===== config.mk =====
export PLATFORM = sky130hd
export DESIGN_NAME = pixel_readout_word_decoder
export DESIGN_NICKNAME = d
export VERILOG_FILES = /design/src/rtl/prwd_pkg.sv /design/src/rtl/prwd_ctrl.sv /design/src/rtl/prwd_datapath.sv /design/src/rtl/pixel_readout_word_decoder.sv
export SDC_FILE = /design/constraint.sdc
export NUM_CORES = 1
export LEC_CHECK = 0
export ABC_AREA = 0
export BUFFER_PORTS_ARGS = -buffer_cell sky130_fd_sc_hd__buf_2
export CORE_UTILIZATION = 50
export CTS_BUF_LIST = sky130_fd_sc_hd__clkbuf_8
export CTS_CLUSTER_DIAMETER = 120
export DETAILED_ROUTE_END_ITERATION = 8
export PLACE_DENSITY_LB_ADDON = 0.05
export SYNTH_ARGS = -nofsm -noshare
export SYNTH_HDL_FRONTEND = slang
export SYNTH_SLANG_ARGS = --single-unit

===== constraint.sdc =====
create_clock -name clk -period 41.6 [get_ports clk]
set_clock_uncertainty 0.2 [all_clocks]
set_input_delay 8.32 -clock clk [delete_from_list [all_inputs] [get_ports clk]]
set_output_delay 8.32 -clock clk [all_outputs]
set_load 0.05 [all_outputs]

===== src/rtl/prwd_pkg.sv =====
// ----------------------------------------------------------------------------
// prwd_pkg
// Shared types and codes for the pixel readout word decoder: controller
// states, command and status bundles, result kinds and message types.
// ----------------------------------------------------------------------------
package prwd_pkg;

  // quotient bits produced per divide cycle, and divide cycles per hit
  localparam int DIV_BITS_PER_STEP = 8;
  localparam int DIV_STEPS         = 64 / DIV_BITS_PER_STEP;
  localparam int DIV_CNT_W         = $clog2(DIV_STEPS);

  // config register indexes
  localparam logic [1:0] CFG_TOT_DIVIDER  = 2'd0;
  localparam logic [1:0] CFG_COLUMN_COUNT = 2'd1;
  localparam logic [1:0] CFG_ROW_COUNT    = 2'd2;

  // result kinds
  localparam logic [3:0] KIND_HIT      = 4'd0;
  localparam logic [3:0] KIND_EARLY    = 4'd1;
  localparam logic [3:0] KIND_OUTSIDE  = 4'd2;
  localparam logic [3:0] KIND_STOP     = 4'd3;
  localparam logic [3:0] KIND_READOUT  = 4'd4;
  localparam logic [3:0] KIND_TS_HIGH  = 4'd5;
  localparam logic [3:0] KIND_TS_MID   = 4'd6;
  localparam logic [3:0] KIND_TS_LOW   = 4'd7;
  localparam logic [3:0] KIND_T0       = 4'd8;
  localparam logic [3:0] KIND_INFO     = 4'd9;
  localparam logic [3:0] KIND_OVERFLOW = 4'd10;
  localparam logic [3:0] KIND_LOCK     = 4'd11;
  localparam logic [3:0] KIND_LOCKLOST = 4'd12;
  localparam logic [3:0] KIND_WEIRD    = 4'd13;
  localparam logic [3:0] KIND_UNKNOWN  = 4'd14;
  localparam logic [3:0] KIND_STOPPED  = 4'd15;

  // message types (top byte of a non-hit word)
  localparam logic [7:0] MSG_READOUT = 8'h40;
  localparam logic [7:0] MSG_TS_HIGH = 8'h30;
  localparam logic [7:0] MSG_TS_MID  = 8'h20;
  localparam logic [7:0] MSG_TS_LOW  = 8'h60;
  localparam logic [7:0] MSG_T0      = 8'h70;
  localparam logic [7:0] MSG_TRIG    = 8'h10;
  localparam logic [7:0] MSG_BUSY    = 8'h02;
  localparam logic [7:0] MSG_EMPTY   = 8'h00;
  localparam logic [7:0] ST_LOCK     = 8'h08;
  localparam logic [7:0] ST_LOCKLOST = 8'h0C;
  localparam logic [7:0] ST_WEIRD    = 8'h04;

  typedef enum logic [1:0] {
    ST_IDLE,
    ST_EXEC,
    ST_DIV,
    ST_LOAD
  } state_t;

  typedef struct packed {
    logic load_word;
    logic exec;
    logic div_step;
    logic div_last;
    logic load_out;
  } cmd_t;

  typedef struct packed {
    logic needs_div;
  } sts_t;

endpackage


===== src/rtl/prwd_ctrl.sv =====
// ----------------------------------------------------------------------------
// prwd_ctrl
// Sequencer for the decoder: takes a word, runs the execute step, the divide
// steps for hits after exactly one T0, then hands the result to the output register.
// ----------------------------------------------------------------------------
module prwd_ctrl (
  input  logic           clk,
  input  logic           rst_n,
  input  logic           in_valid,
  output logic           in_ready,
  output logic           out_valid,
  input  logic           out_ready,
  input  prwd_pkg::sts_t sts,
  output prwd_pkg::cmd_t cmd
);
  import prwd_pkg::*;

  state_t               state_r, state_nxt;
  logic [DIV_CNT_W-1:0] cnt_r, cnt_nxt;
  logic                 out_valid_r, out_valid_nxt;
  logic                 slot_free;

  assign slot_free = !out_valid_r || out_ready;

  // next state
  always_comb begin
    state_nxt = state_r;
    cnt_nxt   = cnt_r;
    unique case (state_r)
      ST_IDLE: begin
        if (in_valid) begin
          state_nxt = ST_EXEC;
        end
      end
      ST_EXEC: begin
        cnt_nxt = '0;
        if (sts.needs_div) begin
          state_nxt = ST_DIV;
        end else begin
          state_nxt = ST_LOAD;
        end
      end
      ST_DIV: begin
        cnt_nxt = cnt_r + 1'b1;
        if (cnt_r == DIV_CNT_W'(DIV_STEPS - 1)) begin
          state_nxt = ST_LOAD;
        end
      end
      ST_LOAD: begin
        if (slot_free) begin
          state_nxt = ST_IDLE;
        end
      end
      default: state_nxt = ST_IDLE;
    endcase
  end

  // outputs
  always_comb begin
    cmd      = '0;
    in_ready = 1'b0;
    unique case (state_r)
      ST_IDLE: begin
        in_ready      = 1'b1;
        cmd.load_word = in_valid;
      end
      ST_EXEC: begin
        cmd.exec = 1'b1;
      end
      ST_DIV: begin
        cmd.div_step = 1'b1;
        cmd.div_last = (cnt_r == DIV_CNT_W'(DIV_STEPS - 1));
      end
      ST_LOAD: begin
        cmd.load_out = slot_free;
      end
      default: begin
        in_ready = 1'b0;
      end
    endcase
  end

  always_comb begin
    out_valid_nxt = out_valid_r;
    if (cmd.load_out) begin
      out_valid_nxt = 1'b1;
    end else if (out_ready) begin
      out_valid_nxt = 1'b0;
    end
  end

  assign out_valid = out_valid_r;

  always_ff @(posedge clk) begin
    if (!rst_n) begin
      state_r     <= ST_IDLE;
      cnt_r       <= '0;
      out_valid_r <= 1'b0;
    end else begin
      state_r     <= state_nxt;
      cnt_r       <= cnt_nxt;
      out_valid_r <= out_valid_nxt;
    end
  end

endmodule


===== src/rtl/prwd_datapath.sv =====
// ----------------------------------------------------------------------------
// prwd_datapath
// Word decode, timestamp assembly, hit time unwrapping, a radix-256
// divider for the ToT phase, config registers and the output register.
// ----------------------------------------------------------------------------
module prwd_datapath (
  input  logic           clk,
  input  logic           rst_n,
  input  prwd_pkg::cmd_t cmd,
  output prwd_pkg::sts_t sts,
  input  logic [31:0]    in_word,
  input  logic           cfg_we,
  input  logic [1:0]     cfg_index,
  input  logic [9:0]     cfg_data,
  output logic [3:0]     out_kind,
  output logic [5:0]     out_column,
  output logic [8:0]     out_row,
  output logic [63:0]    out_hit_time,
  output logic [5:0]     out_tot,
  output logic [63:0]    out_fpga_time,
  output logic [63:0]    out_readout_time
);
  import prwd_pkg::*;

  function automatic logic [9:0] ungray10(input logic [9:0] g);
    logic [9:0] b;
    b[9] = g[9];
    for (int i = 8; i >= 0; i--) begin
      b[i] = b[i+1] ^ g[i];
    end
    return b;
  endfunction

  function automatic logic [5:0] ungray6(input logic [5:0] g);
    logic [5:0] b;
    b[5] = g[5];
    for (int i = 4; i >= 0; i--) begin
      b[i] = b[i+1] ^ g[i];
    end
    return b;
  endfunction

  function automatic logic [3:0] status_kind(input logic [7:0] t);
    logic [3:0] k;
    if ((t & 8'hF2) != 8'h00) begin
      k = KIND_UNKNOWN;
    end else if ((t & 8'hF3) == 8'h01) begin
      k = KIND_OVERFLOW;
    end else begin
      unique case (t & 8'hFE)
        ST_LOCK:     k = KIND_LOCK;
        ST_LOCKLOST: k = KIND_LOCKLOST;
        ST_WEIRD:    k = KIND_WEIRD;
        default:     k = KIND_UNKNOWN;
      endcase
    end
    return k;
  endfunction

  // config
  logic [8:0]  tot_div_r;
  logic [6:0]  col_cnt_r;
  logic [9:0]  row_cnt_r;

  // decoder state
  logic [63:0] readout_r, readout_nxt;
  logic [63:0] fpga_r, fpga_nxt;
  logic [15:0] ts_high_r, ts_high_nxt;   // bits 63:48
  logic [39:0] ts_mid_r, ts_mid_nxt;     // bits 63:24, may carry upward
  logic [23:0] ts_low_r, ts_low_nxt;
  logic        high_fresh_r, high_fresh_nxt;
  logic        mid_fresh_r, mid_fresh_nxt;
  logic [1:0]  marks_r, marks_nxt;
  logic        halted_r, halted_nxt;

  // work registers
  logic [31:0] word_r;
  logic [5:0]  fine_r;
  logic [63:0] dvd_r, dvd_nxt;
  logic [8:0]  rem_r, rem_nxt;
  logic [5:0]  quo_r, quo_nxt;

  // pending result
  logic [3:0]  res_kind_r, res_kind_nxt;
  logic [5:0]  res_col_r, res_col_nxt;
  logic [8:0]  res_row_r, res_row_nxt;
  logic [63:0] res_ht_r, res_ht_nxt;
  logic [5:0]  res_tot_r;

  // output register
  logic [3:0]  out_kind_r;
  logic [5:0]  out_col_r;
  logic [8:0]  out_row_r;
  logic [63:0] out_ht_r;
  logic [5:0]  out_tot_r;
  logic [63:0] out_fpga_r;
  logic [63:0] out_readout_r;

  logic [7:0]  msg_type;
  logic [8:0]  div_eff;
  logic [5:0]  hit_col;
  logic [8:0]  hit_row;
  logic [10:0] coarse;
  logic signed [11:0] hit_d;
  logic signed [17:0] ro_d;
  logic [16:0] ro_a;
  logic [63:0] hit_time;
  logic [39:0] mid_word;
  logic        hit_ok;

  assign msg_type = word_r[31:24];
  assign div_eff  = (tot_div_r == 9'd0) ? 9'd1 : tot_div_r;
  assign hit_col  = word_r[30:25];
  assign hit_row  = word_r[24:16];
  assign coarse   = {ungray10(word_r[15:6]), 1'b0};
  assign hit_ok   = !halted_r && word_r[31] && (marks_r == 2'd1);
  assign sts.needs_div = hit_ok;

  // coarse stamp unwrapped against the low 11 bits of readout start
  // (a step of 0x800 is the same either way in 12 bits)
  always_comb begin
    hit_d = $signed({1'b0, coarse}) - $signed({1'b0, readout_r[10:0]});
    if (hit_d > 12'sd0) begin
      if (hit_d > 12'sd511) begin
        hit_d = hit_d - 12'sh800;
      end
    end else if (hit_d < -12'sd1537) begin
      hit_d = hit_d + 12'sh800;
    end
  end

  assign hit_time = readout_r + {{52{hit_d[11]}}, hit_d};

  // 17-bit unwrap of the readout stamp against the fpga time
  assign ro_a = {word_r[23:8], 1'b0};
  always_comb begin
    ro_d = $signed({1'b0, ro_a}) - $signed({1'b0, fpga_r[16:0]});
    if (ro_d > 18'sd0) begin
      if (ro_d > 18'sd65536) begin
        ro_d = ro_d - 18'sh20000;
      end
    end else if (ro_d < -18'sd4096) begin
      ro_d = ro_d + 18'sh20000;
    end
  end

  assign mid_word = {16'd0, word_r[23:0]};

  // execute step
  always_comb begin
    readout_nxt    = readout_r;
    fpga_nxt       = fpga_r;
    ts_high_nxt    = ts_high_r;
    ts_mid_nxt     = ts_mid_r;
    ts_low_nxt     = ts_low_r;
    high_fresh_nxt = high_fresh_r;
    mid_fresh_nxt  = mid_fresh_r;
    marks_nxt      = marks_r;
    halted_nxt     = halted_r;
    res_kind_nxt   = KIND_UNKNOWN;
    res_col_nxt    = '0;
    res_row_nxt    = '0;
    res_ht_nxt     = '0;
    if (halted_r) begin
      res_kind_nxt = KIND_STOPPED;
    end else if (word_r[31]) begin
      if (marks_r == 2'd0) begin
        res_kind_nxt = KIND_EARLY;
      end else if (marks_r != 2'd1) begin
        halted_nxt   = 1'b1;
        res_kind_nxt = KIND_STOP;
      end else begin
        res_col_nxt = hit_col;
        res_row_nxt = hit_row;
        res_ht_nxt  = hit_time;
        if ({1'b0, hit_col} >= col_cnt_r || {1'b0, hit_row} >= row_cnt_r) begin
          res_kind_nxt = KIND_OUTSIDE;
        end else begin
          res_kind_nxt = KIND_HIT;
        end
      end
    end else begin
      unique case (msg_type) inside
        MSG_READOUT: begin
          readout_nxt  = fpga_r + {{46{ro_d[17]}}, ro_d};
          res_kind_nxt = KIND_READOUT;
        end
        MSG_TS_HIGH: begin
          ts_high_nxt    = word_r[15:0];
          high_fresh_nxt = 1'b1;
          res_kind_nxt   = KIND_TS_HIGH;
        end
        MSG_TS_MID: begin
          // high part missed: the mid part wrapped, carry into it
          if (!high_fresh_r && mid_word < ts_mid_r) begin
            ts_high_nxt = ts_high_r + 16'd1;
          end
          high_fresh_nxt = 1'b0;
          mid_fresh_nxt  = 1'b1;
          ts_mid_nxt     = mid_word;
          res_kind_nxt   = KIND_TS_MID;
        end
        MSG_TS_LOW: begin
          if (!mid_fresh_r && word_r[23:0] < ts_low_r) begin
            ts_mid_nxt = ts_mid_r + 40'd1;
          end
          mid_fresh_nxt = 1'b0;
          ts_low_nxt    = word_r[23:0];
          fpga_nxt      = {ts_high_nxt, 48'd0} | {ts_mid_nxt, 24'd0}
                          | {40'd0, word_r[23:0]};
          res_kind_nxt  = KIND_TS_LOW;
        end
        MSG_T0: begin
          high_fresh_nxt = 1'b0;
          mid_fresh_nxt  = 1'b0;
          fpga_nxt       = '0;
          ts_high_nxt    = '0;
          ts_mid_nxt     = '0;
          ts_low_nxt     = '0;
          if (marks_r != 2'd2) begin
            marks_nxt = marks_r + 2'd1;
          end
          res_kind_nxt = KIND_T0;
        end
        MSG_TRIG, MSG_BUSY, MSG_EMPTY: begin
          res_kind_nxt = KIND_INFO;
        end
        default: begin
          res_kind_nxt = status_kind(msg_type);
        end
      endcase
    end
  end

  // restoring divide, several quotient bits per cycle; only the low six
  // quotient bits are kept, they equal the phase within 64 fine periods
  always_comb begin : div_step_blk
    logic [9:0]  rem;
    logic [63:0] dvd;
    logic [5:0]  quo;
    rem = {1'b0, rem_r};
    dvd = dvd_r;
    quo = quo_r;
    for (int i = 0; i < DIV_BITS_PER_STEP; i++) begin
      rem = {rem[8:0], dvd[63]};
      dvd = {dvd[62:0], 1'b0};
      if (rem >= {1'b0, div_eff}) begin
        rem = rem - {1'b0, div_eff};
        quo = {quo[4:0], 1'b1};
      end else begin
        quo = {quo[4:0], 1'b0};
      end
    end
    rem_nxt = rem[8:0];
    dvd_nxt = dvd;
    quo_nxt = quo;
  end

  always_ff @(posedge clk) begin
    if (!rst_n) begin
      tot_div_r    <= 9'd1;
      col_cnt_r    <= 7'd64;
      row_cnt_r    <= 10'd512;
      readout_r    <= '0;
      fpga_r       <= '0;
      ts_high_r    <= '0;
      ts_mid_r     <= '0;
      ts_low_r     <= '0;
      high_fresh_r <= 1'b0;
      mid_fresh_r  <= 1'b0;
      marks_r      <= '0;
      halted_r     <= 1'b0;
    end else begin
      if (cfg_we) begin
        unique case (cfg_index)
          CFG_TOT_DIVIDER:  tot_div_r <= cfg_data[8:0];
          CFG_COLUMN_COUNT: col_cnt_r <= cfg_data[6:0];
          CFG_ROW_COUNT:    row_cnt_r <= cfg_data;
          default:          tot_div_r <= tot_div_r;
        endcase
      end
      if (cmd.exec) begin
        readout_r    <= readout_nxt;
        fpga_r       <= fpga_nxt;
        ts_high_r    <= ts_high_nxt;
        ts_mid_r     <= ts_mid_nxt;
        ts_low_r     <= ts_low_nxt;
        high_fresh_r <= high_fresh_nxt;
        mid_fresh_r  <= mid_fresh_nxt;
        marks_r      <= marks_nxt;
        halted_r     <= halted_nxt;
      end
    end
  end

  always_ff @(posedge clk) begin
    if (cmd.load_word) begin
      word_r <= in_word;
    end
    if (cmd.exec) begin
      res_kind_r <= res_kind_nxt;
      res_col_r  <= res_col_nxt;
      res_row_r  <= res_row_nxt;
      res_ht_r   <= res_ht_nxt;
      res_tot_r  <= '0;
      fine_r     <= ungray6(word_r[5:0]);
      dvd_r      <= hit_time;
      rem_r      <= '0;
      quo_r      <= '0;
    end
    if (cmd.div_step) begin
      dvd_r <= dvd_nxt;
      rem_r <= rem_nxt;
      quo_r <= quo_nxt;
    end
    if (cmd.div_last) begin
      res_tot_r <= fine_r - quo_nxt;
    end
    if (cmd.load_out) begin
      out_kind_r    <= res_kind_r;
      out_col_r     <= res_col_r;
      out_row_r     <= res_row_r;
      out_ht_r      <= res_ht_r;
      out_tot_r     <= res_tot_r;
      out_fpga_r    <= fpga_r;
      out_readout_r <= readout_r;
    end
  end

  assign out_kind         = out_kind_r;
  assign out_column       = out_col_r;
  assign out_row          = out_row_r;
  assign out_hit_time     = out_ht_r;
  assign out_tot          = out_tot_r;
  assign out_fpga_time    = out_fpga_r;
  assign out_readout_time = out_readout_r;

endmodule


===== src/rtl/pixel_readout_word_decoder.sv =====
// ----------------------------------------------------------------------------
// pixel_readout_word_decoder
// Sequence: a message word goes from accept through execute and result load;
//   a hit word (after exactly one T0) runs the divide steps between the two.
// Flow: a new word is accepted only after the previous result is loaded; the
//   ToT divider retires 8 quotient bits per cycle.
// Reset: synchronous, active low; clears all timestamp state and loads the
//   config defaults (divider 1, 64 columns, 512 rows). Config is always ready.
// ----------------------------------------------------------------------------
module pixel_readout_word_decoder (
  input  logic        clk,
  input  logic        rst_n,
  input  logic        in_valid,
  output logic        in_ready,
  input  logic [31:0] in_word,
  output logic        out_valid,
  input  logic        out_ready,
  output logic [3:0]  out_kind,
  output logic [5:0]  out_column,
  output logic [8:0]  out_row,
  output logic [63:0] out_hit_time,
  output logic [5:0]  out_tot,
  output logic [63:0] out_fpga_time,
  output logic [63:0] out_readout_time,
  input  logic        cfg_valid,
  output logic        cfg_ready,
  input  logic [1:0]  cfg_index,
  input  logic [9:0]  cfg_data
);
  import prwd_pkg::*;

  cmd_t cmd;
  sts_t sts;

  assign cfg_ready = 1'b1;

  prwd_ctrl u_ctrl (
    .clk       (clk),
    .rst_n     (rst_n),
    .in_valid  (in_valid),
    .in_ready  (in_ready),
    .out_valid (out_valid),
    .out_ready (out_ready),
    .sts       (sts),
    .cmd       (cmd)
  );

  prwd_datapath u_datapath (
    .clk              (clk),
    .rst_n            (rst_n),
    .cmd              (cmd),
    .sts              (sts),
    .in_word          (in_word),
    .cfg_we           (cfg_valid & cfg_ready),
    .cfg_index        (cfg_index),
    .cfg_data         (cfg_data),
    .out_kind         (out_kind),
    .out_column       (out_column),
    .out_row          (out_row),
    .out_hit_time     (out_hit_time),
    .out_tot          (out_tot),
    .out_fpga_time    (out_fpga_time),
    .out_readout_time (out_readout_time)
  );

endmodule

---- Word-level counts from Yosys, hierarchy flattened ----
Index checks and enable logic that the tools add are counted.
storage, ports and cells
  register bits after elaboration ......... 662
  input port bits ......................... 49
  output and inout port bits .............. 220
operators by class
  $add $sub $neg .......................... 21
  magnitude comparators ................... 18
  equality and inequality tests ........... 24
  muxes and demuxes ....................... 63
  bitwise operators ....................... 18
  reductions and logical operators ........ 40
operators by type and width
  cell                    count
  $mux 40                 4
  $add 64x64->64          2
  $mux 64                 2
  $pmux 64 s2             1
  $pmux 40 s3             1
  $mux 9                  11
  $ge 10x9->1             8
  $sub 9x9->9             8
  $or 64x24->64           1
  $or 64x64->64           1
  $mux 18                 3
  $pmux 16 s3             1
  $pmux 24 s2             1
  $add 40x1->40 const B   1
  $lt 24x40->1            1
  $mux 12                 3
  $eq 8x7->1 const B      3
  $lt 24x24->1            1
  $pmux 4 s6              1
  $mux 4                  5
  $reduce_and 4->1        5
  $add 18x18->18 const B  1
  $gt 18x1->1 const B     1
  $gt 18x18->1 const B    1
  51 further kinds        117

---- Logic depth before layout (Yosys ltp) ----
Gate-level depths: netlist of the first run.
  depth in word-level cells ............... 20
  depth in mapped cells ................... 101

---- Cells and area by module ----
From an unflattened synthesis of the first run, not the netlist that was laid out.
second synthesis, totals
  cells, all modules ...................... 3639
  area, all modules ....................... 36581.3 sq um
by module, submodules not included
  module                      instances  cells each  area each (sq um)  seq. area each (sq um)
  prwd_datapath               1          3595        36174.7            16615.9
  prwd_ctrl                   1          42          395.4              120.1
  pixel_readout_word_decoder  1          2           11.3               0.0

---- Worst setup path before layout of the first run ----
No wires, ideal clock.
  kind .................................... in2reg
  from .................................... in out_ready
  to ...................................... reg u_datapath.out_col_r[0] (netlist: u_datapath.out_column[0]) (enable)
  data arrival time ....................... 17879 ps
  setup slack ............................. 22701 ps
  cell stages on the path ................. 2
  path buffers ............................ 0
  cells stage by stage .................... nor2b_1 > nor2b_1
RTL lines
  what                    RTL line                          source
  start: declaration      pixel_readout_word_decoder.sv:17  input logic out_ready,
  end signal: assignment  prwd_datapath.sv:321              out_col_r <= res_col_r;
  end: declaration        prwd_datapath.sv:92               logic [5:0] out_col_r;

---- Final worst setup path of the first run ----
  from .................................... reg u_datapath.tot_div_r[6]
  to ...................................... reg u_datapath.res_tot_r[5], data pin
between the ends
  word-level cells in the longest chain between the ends .. 20
  elaborated cells on any way between the ends .. 32
  those cells by class .................... 8 x add/sub; 8 x order compare; 15 x mux; 1 x reduce/logical
ends and longest elaborated chain
  what                                               RTL line                                    source
  start: declaration                                 prwd_datapath.sv:61                         logic [8:0] tot_div_r;
  start signal: assignment                           prwd_datapath.sv:276                        CFG_TOT_DIVIDER: tot_div_r <= cfg_data[8:0];
  start signal: assignment                           prwd_datapath.sv:279                        default: tot_div_r <= tot_div_r;
  $logic_not 9->1                                    prwd_datapath.sv:112                        assign div_eff = (tot_div_r == 9'd0) ? 9'd1 : tot_div_r;
  $mux 9 (*)                                         prwd_datapath.sv:112
  $sub 9x9->9 / $ge 10x9->1 (equally long branches)  prwd_datapath.sv:248, prwd_datapath.sv:247
  $mux 9                                             prwd_datapath.sv:247                        if (rem >= {1'b0, div_eff}) begin
  $sub 9x9->9 / $ge 10x9->1 (equally long branches)  prwd_datapath.sv:248, prwd_datapath.sv:247
  $mux 9                                             prwd_datapath.sv:247
  $sub 9x9->9 / $ge 10x9->1 (equally long branches)  prwd_datapath.sv:248, prwd_datapath.sv:247
  $mux 9                                             prwd_datapath.sv:247
  (+4 left out)                                      -
  $sub 9x9->9 / $ge 10x9->1 (equally long branches)  prwd_datapath.sv:248, prwd_datapath.sv:247
  $mux 9                                             prwd_datapath.sv:247
  $sub 9x9->9 / $ge 10x9->1 (equally long branches)  prwd_datapath.sv:248, prwd_datapath.sv:247
  $mux 9                                             prwd_datapath.sv:247
  $ge 10x9->1                                        prwd_datapath.sv:247
  $mux 1                                             prwd_datapath.sv:247
  $sub 6x6->6 (*)                                    prwd_datapath.sv:317                        res_tot_r <= fine_r - quo_nxt;
  $mux 6 (*)                                         prwd_datapath.sv:316                        if (cmd.div_last) begin
  end signal: assignment                             prwd_datapath.sv:317
  end: declaration                                   prwd_datapath.sv:88                         logic [5:0] res_tot_r;
Mark *: on every way between the ends. The rest lies on a longest branch, timed or not.
A chain may end at the register's enable or synchronous reset.

==> key figures, run 1 <==
Outcome
  • Status: finished, final reports clean

Timing
  • Worst setup margin: a little under 20 ns
  • Fmax: approximately 45 MHz
  • Final setup violation count: 0
  • Crit path time final: approximately 22 ns
  • RSZ-0062 raised after global routing: false
  • Hold Violations, Final: 0
  • Post-route worst hold slack: between 0.2 and 0.25 ns
  • Relative slew margins: roughly a quarter
  • Fin crit share: around 53%
  • Setup_tns: 0 ns
  • Measured slew at the worst slew-check pin: approximately 1.1 ns
  • Max Slew Vio Count: 0

Job
  • Max Cap Viol: 0

Route
  • Via-per-instance ratio: approximately 5.8
  • Drc violations: 0
  • Iteration count of the initial detailed-routing pass: 6
  • Post-Route M1 WL: 50200 microns
  • Final antenna-violating net count: 0
  • WL per Instance: 21.7 microns
  • Via count: between 20000 and 30000
  • Met3 Routed Length: ~6000 microns
  • Starting DRT DRC Count: approximately 2400
  • Max Used Layer: met4
  • Total Wirelength: 109000 microns
  • WL met2: between 40000 and 50000 microns

Setup path
  • WP data arrival: between 20 and 25 ns
  • Max incr delay on CP: approximately 0.85 ns
  • Crit path kind: reg -> reg
  • CP endpoint kind: register
  • CP endpoint: u_datapath.res_tot_r[5]
  • FF-to-FF setup slack: slightly below 20 ns
  • Reg2Reg Launch Point: u_datapath.tot_div_r[6]
  • Critical path origin: u_datapath.tot_div_r[6]
  • CP Depth: 85
  • Crit path max fanout: 15
  • Slowest CP cell: a211oi_2
  • Type of origin of the critical path: register
  • Worst Path Required: 41.86 ns
  • Family with the most delay on the worst path: compound AO/OA/AOI/OAI gates
  • Reg2reg path depth: 85
  • Most common cell on crit path: o21ai_0
  • Reg-to-Reg End: u_datapath.res_tot_r[5]
  • Critical path buffers and inverters: 9

Yosys
  • Synth cell types: 95
  • Post-synthesis sequential element count: roughly 630
  • Synth Area in Simple Gates: between 10 and 15%
  • Main combinational cell family by area after synthesis: compound AO/OA/AOI/OAI gates
  • Mux contribution to synthesized area: approximately 2.0%
  • Synthesized netlist cell count: approximately 3700
  • Area fraction in compound gates after synthesis: a little under a fifth
  • Mapped Area: roughly 37000 sq um
  • Mapped Avg Cell Area: between 10 and 15 sq um
  • Number of synthesized flops with an enable pin: around 410
  • Register area share after synthesis: a little under half
  • Yosys warnings: 0
  • Asr flop ratio synth: 0%
  • Synth Area in Adders: 10.9%
  • XOR/XNOR share of the synthesized area: under 10%
  • Ys flop type: edfxtp_1

Die
  • Die Span Y: between 200 and 300 microns
  • Rows: between 90 and 100
  • Die Area: 74800 sq um
  • Initial core utilization: about 51%
  • Die width: roughly 270 microns
  • Io pins: about 270
  • Core ar.: around 73000 sq um

Placed design
  • Buffers added on ports: roughly 270
  • Gpl congestion: roughly 0.93
  • DP Worst Slack: 19.84 ns
  • Hpwl dp: around 81000 microns
  • Area after DPL: a little under 40000 sq um

Clock network
  • Setup Buffers After CTS: 0
  • Clock Latency Late Sink: roughly 0.76 ns
  • Clk buf depth: 3
  • H-tree depth: 3
  • Cts bufs inserted: 107
  • Clock transition at the registers of the reported paths: around 0.070 ns
  • Post-CTS Hold Buffers: 0
  • CTS sink cnt: about 630
  • Clock root cell: clkbuf_8
  • Post-CTS Resized: 0
  • CTS tree: built

Worst hold path
  • Hold Path Depth: 0
  • Min-Delay Path Class: reg -> reg

GRT
  • GRT overflow: 0
  • Initial antenna violation count: 2
  • Global-route wire length before repair: 164000 microns
  • GR Util All Layers: between 20% and 30%
  • Vias in the first global route: around 27000
  • Pin count of the biggest net entering global routing: roughly 170

Finish
  • Area growth syn-to-layout: 12.4%
  • Fillers: about 6500
  • Nets@finish: 4321
  • Share of cells above drive strength 1: 13.1%
  • Final instance area: just over 40000 sq um
## state kept, by name (all words and copies together), names as in the netlist, 10 cells and up
| signal | cells |
|---|---|
| u_datapath.dvd_r | 63 |
| u_datapath.fpga_r | 41 |
| u_datapath.out_fpga_time | 64 |
| u_datapath.out_hit_time | 63 |
| u_datapath.out_readout_time | 63 |
| u_datapath.readout_r | 63 |
| u_datapath.res_ht_r | 63 |
| u_datapath.row_cnt_r | 10 |
| u_datapath.ts_high_r | 16 |
| u_datapath.ts_low_r | 23 |
| u_datapath.ts_mid_r | 40 |
| u_datapath.word_r | 32 |
## how the worst min path moves through the flow
stage          slack [ns]                           to               startpoint
2_1_floorplan        0.20     u_datapath.out_column[0]  u_datapath.res_col_r[0]
3_3_place_gp         0.20        u_datapath.out_row[4]  u_datapath.res_row_r[4]
3_5_place_dp         0.20  u_datapath.out_hit_time[42]  u_datapath.res_ht_r[42]
4_1_cts              0.21  u_datapath.out_hit_time[53]  u_datapath.res_ht_r[53]
5_1_grt              0.22  u_datapath.out_hit_time[49]  u_datapath.res_ht_r[49]
6_report             0.21  u_datapath.out_hit_time[53]  u_datapath.res_ht_r[53]
## cells in the mapped netlist (34+ instances only)
cell	n	area (sq um)
nand2_1	298	1120
a21o_1	156	1170
o21ai_0	174	871
nand2b_1	44	275
nand4_1	49	307
nor2b_1	55	344
inv_1	173	649
xor2_1	87	762
dfxtp_1	227	4540
o21a_1	34	255
xnor2_1	152	1330
ha_1	300	3750
a22o_1	79	692
nor3_1	38	190
nand3_1	116	581
nor2_1	267	1000
edfxtp_1	406	12200
clkbuf_1	114	428
a21oi_1	288	1440
and2_1	78	488
mux2i_1	57	571
## through the flow
step	util, %	cells
finish	56.8	5010
global route	56.8	5010
CTS	56.8	5009
detailed placement	53.9	4810
global placement	53.9	4810
floorplan	-	3671
## worst reg2reg max path: cells and delay by family (launching register included)
family / cells / cell delay, ns
AO/OA/AOI/OAI: 45 / 11.57
adder cells (fa/ha/maj): 10 / 3.54
AND/OR/NAND/NOR: 15 / 2.89
buffers and inverters: 9 / 1.61
multiplexers: 4 / 1.52
XOR/XNOR: 2 / 0.31
flip-flops: 1 / 0.29
## area by class of cell
class / instances / area [sq um] / area share, %
multi-input cells: 2731 / 19000 / 45.9
flip-flops and latches: 633 / 16700 / 40.4
clock buffers: 122 / 1680 / 4.05
repair buffers: 308 / 1660 / 4.01
well taps: 959 / 1200 / 2.89
inverters: 179 / 674 / 1.63
clock inverters: 77 / 484 / 1.17
diodes: 1 / 2.50 / 0.00604
## metal layers
metal	track usage [%]	vias up
li1	-	14163
met1	40.5	13821
met2	44.8	882
met3	4.07	179
met4	10.7	0
met5	0	-
## cell families (layout without fill, tap and decap cells)
logic type | after synthesis | in the layout
XOR/XNOR | 239 | 239
adder cells (fa/ha/maj) | 313 | 313
buffers and inverters | 307 | 686
AND/OR/NAND/NOR | 1081 | 1081
multiplexers | 70 | 70
other | 2 | 4
flip-flops | 633 | 633
AO/OA/AOI/OAI | 1025 | 1025
## layout by cell type (no fill, tap or decap), types with 15 or more instances in the layout
cell type,synthesis,layout
o21ai_0,174,174
nor2_1,267,266
a21oi_1,288,286
o211ai_1,20,20
xor2_1,87,87
buf_4,4,42
o21bai_1,26,26
nor2b_1,55,54
nand2b_1,44,44
edfxtp_1,406,406
and2_1,78,79
and3_1,31,30
nand2_1,298,298
buf_2,1,265
nand4_1,49,49
nand3_1,116,115
clkinv_1,2,16
mux2i_1,57,57
a22oi_1,29,29
clkbuf_8,0,122
or3_1,19,19
a211oi_1,31,31
o21a_1,34,34
a31oi_1,31,31
dfxtp_1,227,227
xnor2_1,152,152
nor3_1,38,38
a21o_1,156,156
ha_1,300,297
inv_1,173,211
a22o_1,79,79
or2_2,15,15
nor4_1,17,16
Power of run 1 is left out: the tool's default activity adds up to more than one toggle a clock period on the data nets, which glitch-free logic cannot reach.
==> run 2: changes to the inputs <==
- ABC_AREA: 0 -> 1
- clock period: 41.6 -> 22.7 ns (I/O delays scaled with it)
==> key figures, run 2 <==
Timing
  • Relative slew margins: 22.5%
  • Final setup violation count: 0
  • Worst setup margin: around 6 ns
  • Measured slew at the worst slew-check pin: around 1.2 ns
  • Post-route worst hold slack: roughly 0.21 ns
  • Crit path time final: approximately 17 ns
  • Setup_tns: 0 ns
  • Fmax: 59.5 MHz
  • Max Slew Vio Count: 0
  • Fin crit share: ~74%
  • Hold Violations, Final: 0
  • RSZ-0062 raised after global routing: false

Yosys
  • Top post-synthesis cells by count: 764 x nand2_1, 691 x inv_1, 476 x nor2_1
  • Most frequent cell after synthesis: nand2_1
  • Yosys warnings: 0
  • Register area share after synthesis: 43.9%
  • Post-synthesis sequential element count: between 600 and 700
  • Yosys top cell by area: edfxtp_1
  • Synth cell types: between 60 and 70
  • Mapped Avg Cell Area: roughly 8.4 sq um
  • Number of synthesized flops with an enable pin: between 400 and 500
  • Synthesized netlist cell count: 4558
  • Asr flop ratio synth: 0%
  • Synth top area share: between 30% and 40%
  • Mapped Area: ~38000 sq um
  • Ys flop type: edfxtp_1
  • Top post-synthesis cells by area: edfxtp_1 32%, dfxtp_1 12%, ha_1 9.8%, nand2_1 7.5%, inv_1 6.8%

GRT
  • Global-route wire length before repair: 177000 microns
  • GR Util All Layers: roughly 30%
  • Pin count of the biggest net entering global routing: a little under 90
  • Vias in the first global route: slightly above 30000
  • GRT overflow: 0
  • Initial antenna violation count: 3

Setup path
  • FF-to-FF setup slack: 5.88 ns
  • Crit path kind: reg -> reg
  • WP data arrival: about 17 ns
  • CP endpoint kind: register
  • Worst Path Required: roughly 23 ns
  • Crit path max fanout: 14
  • Max incr delay on CP: ~0.49 ns
  • Slowest CP cell: inv_1
  • Type of origin of the critical path: register
  • Most common cell on crit path: nand2_1
  • Reg2reg path depth: 96
  • Reg2Reg Launch Point: u_datapath.tot_div_r[7]
  • Reg-to-Reg End: u_datapath.res_tot_r[5]

Route
  • Total Wirelength: roughly 120000 microns
  • Iteration count of the initial detailed-routing pass: 7
  • WL per Instance: between 15 and 20 microns
  • Drc violations: 0
  • Final antenna-violating net count: 0
  • Starting DRT DRC Count: between 2000 and 3000
  • Via count: ~32000
  • Via-per-instance ratio: between 5 and 6

Outcome
  • Status: finished, final reports clean

Finish
  • Largest register FFs: 64
  • Area growth syn-to-layout: 11.6%
  • Nets@finish: between 5000 and 6000
  • Fillers: between 7000 and 8000
  • Commonest non-fill, non-tap cell in the layout: nand2_1
  • Most frequent cells in the layout: 763 x nand2_1, 717 x inv_1, 473 x nor2_1, 406 x edfxtp_1, 378 x a21oi_1
  • Share of cells above drive strength 1: 10.2%

Placed design
  • Hpwl dp: just over 90000 microns
  • Buffers added on ports: 265
  • DP Worst Slack: roughly 6 ns
  • Gpl congestion: a little under 1

Worst hold path
  • Min-Delay Startpoint: u_datapath.res_ht_r[14]
  • Hold worst-path end: u_datapath.out_hit_time[14]
  • Min-Delay Path Class: reg -> reg
  • Hold Path Depth: 0

Die
  • Die width: about 280 microns
  • Die Area: a little under 80000 sq um
  • Die Span Y: approximately 280 microns
  • Core ar.: between 70000 and 80000 sq um
  • Rows: 100
  • Initial core utilization: around half
  • Io pins: 269

Clock network
  • Cts bufs inserted: just over 100
  • Clock transition at the registers of the reported paths: 0.06 ns
  • Clk buf depth: 3
  • Post-CTS Hold Buffers: 0
  • Clock Latency Late Sink: between 0.7 and 0.8 ns
  • Post-CTS Resized: 0
  • CTS sink cnt: roughly 630
  • Setup Buffers After CTS: 0
  • H-tree depth: 3
  • CTS tree: built
  • Clock root cell: clkbuf_8

Job
  • Max Cap Viol: 0
-- run 2: metrics by stage --
step                std cells  cell area [sq um]  utilization, %
global placement         5720              40500            54.1
detailed placement       5720              40500            54.1
floorplan                4559              38100               -
CTS                      5908              42600            56.8
global route             5910              42600            56.8
finish                   5911              42600            56.8
-- run 2: final cells by class --
class,count,area (sq um),share of cell area [%]
sequential,633,16700,39.3
antenna,3,7.51,0.0176
timing repair buffer,290,1510,3.56
multi-input combinational,3130,18400,43.3
clock buffer,111,1530,3.59
inverter,698,2620,6.15
clock inverter,77,529,1.24
tap,969,1210,2.85
-- run 2: worst max-delay path by stage --
stage                            startpoint                       end  slack (ns)  depth (start not counted)
global placement    u_datapath.tot_div_r[7]   u_datapath.res_tot_r[5]        6.37                         93
detailed placement  u_datapath.tot_div_r[5]   u_datapath.res_tot_r[5]        6.00                         96
global route        u_datapath.tot_div_r[4]   u_datapath.res_tot_r[5]        4.11                         96
finish              u_datapath.tot_div_r[7]   u_datapath.res_tot_r[5]        5.88                         96
floorplan                         out_ready  u_datapath.out_column[0]        8.04                          4
CTS                 u_datapath.tot_div_r[5]   u_datapath.res_tot_r[5]        5.94                         96
-- run 2: per-layer routing --
metal  up-vias  part of all wire, %  routed length [microns]  GRT usage [%]
li1      16042                    -                        -              -
met1     14869                   46                    53600           40.8
met2       911                   46                    53400           48.4
met3       200                  5.1                     5960           3.75
met4         0                  3.7                     4310           11.3
met5         -                    0                        0              0
-- run 2: worst max-delay path: cells and delay by family, from the launching register on --
| kind | cells | cell delay [ns] |
|---|---|---|
| compound gates | 25 | 5.47 |
| xor+xnor | 1 | 0.15 |
| fa+ha+maj | 10 | 3.49 |
| buf+inv | 15 | 1.84 |
| flops | 1 | 0.29 |
| simple gates | 45 | 5.19 |
-- run 2: logic make-up after synthesis --
| logic type | after synthesis | share of synthesized area (%) |
|---|---|---|
| AND/OR/NAND/NOR | 1589 | 17.7 |
| AO/OA/AOI/OAI | 996 | 14.7 |
| buffers and inverters | 796 | 7.98 |
| flip-flops | 633 | 43.9 |
| adder cells (fa/ha/maj) | 312 | 10.5 |
| XOR/XNOR | 230 | 5.28 |
| other | 2 | 0.0197 |
Power of run 2 is left out for the same reason.
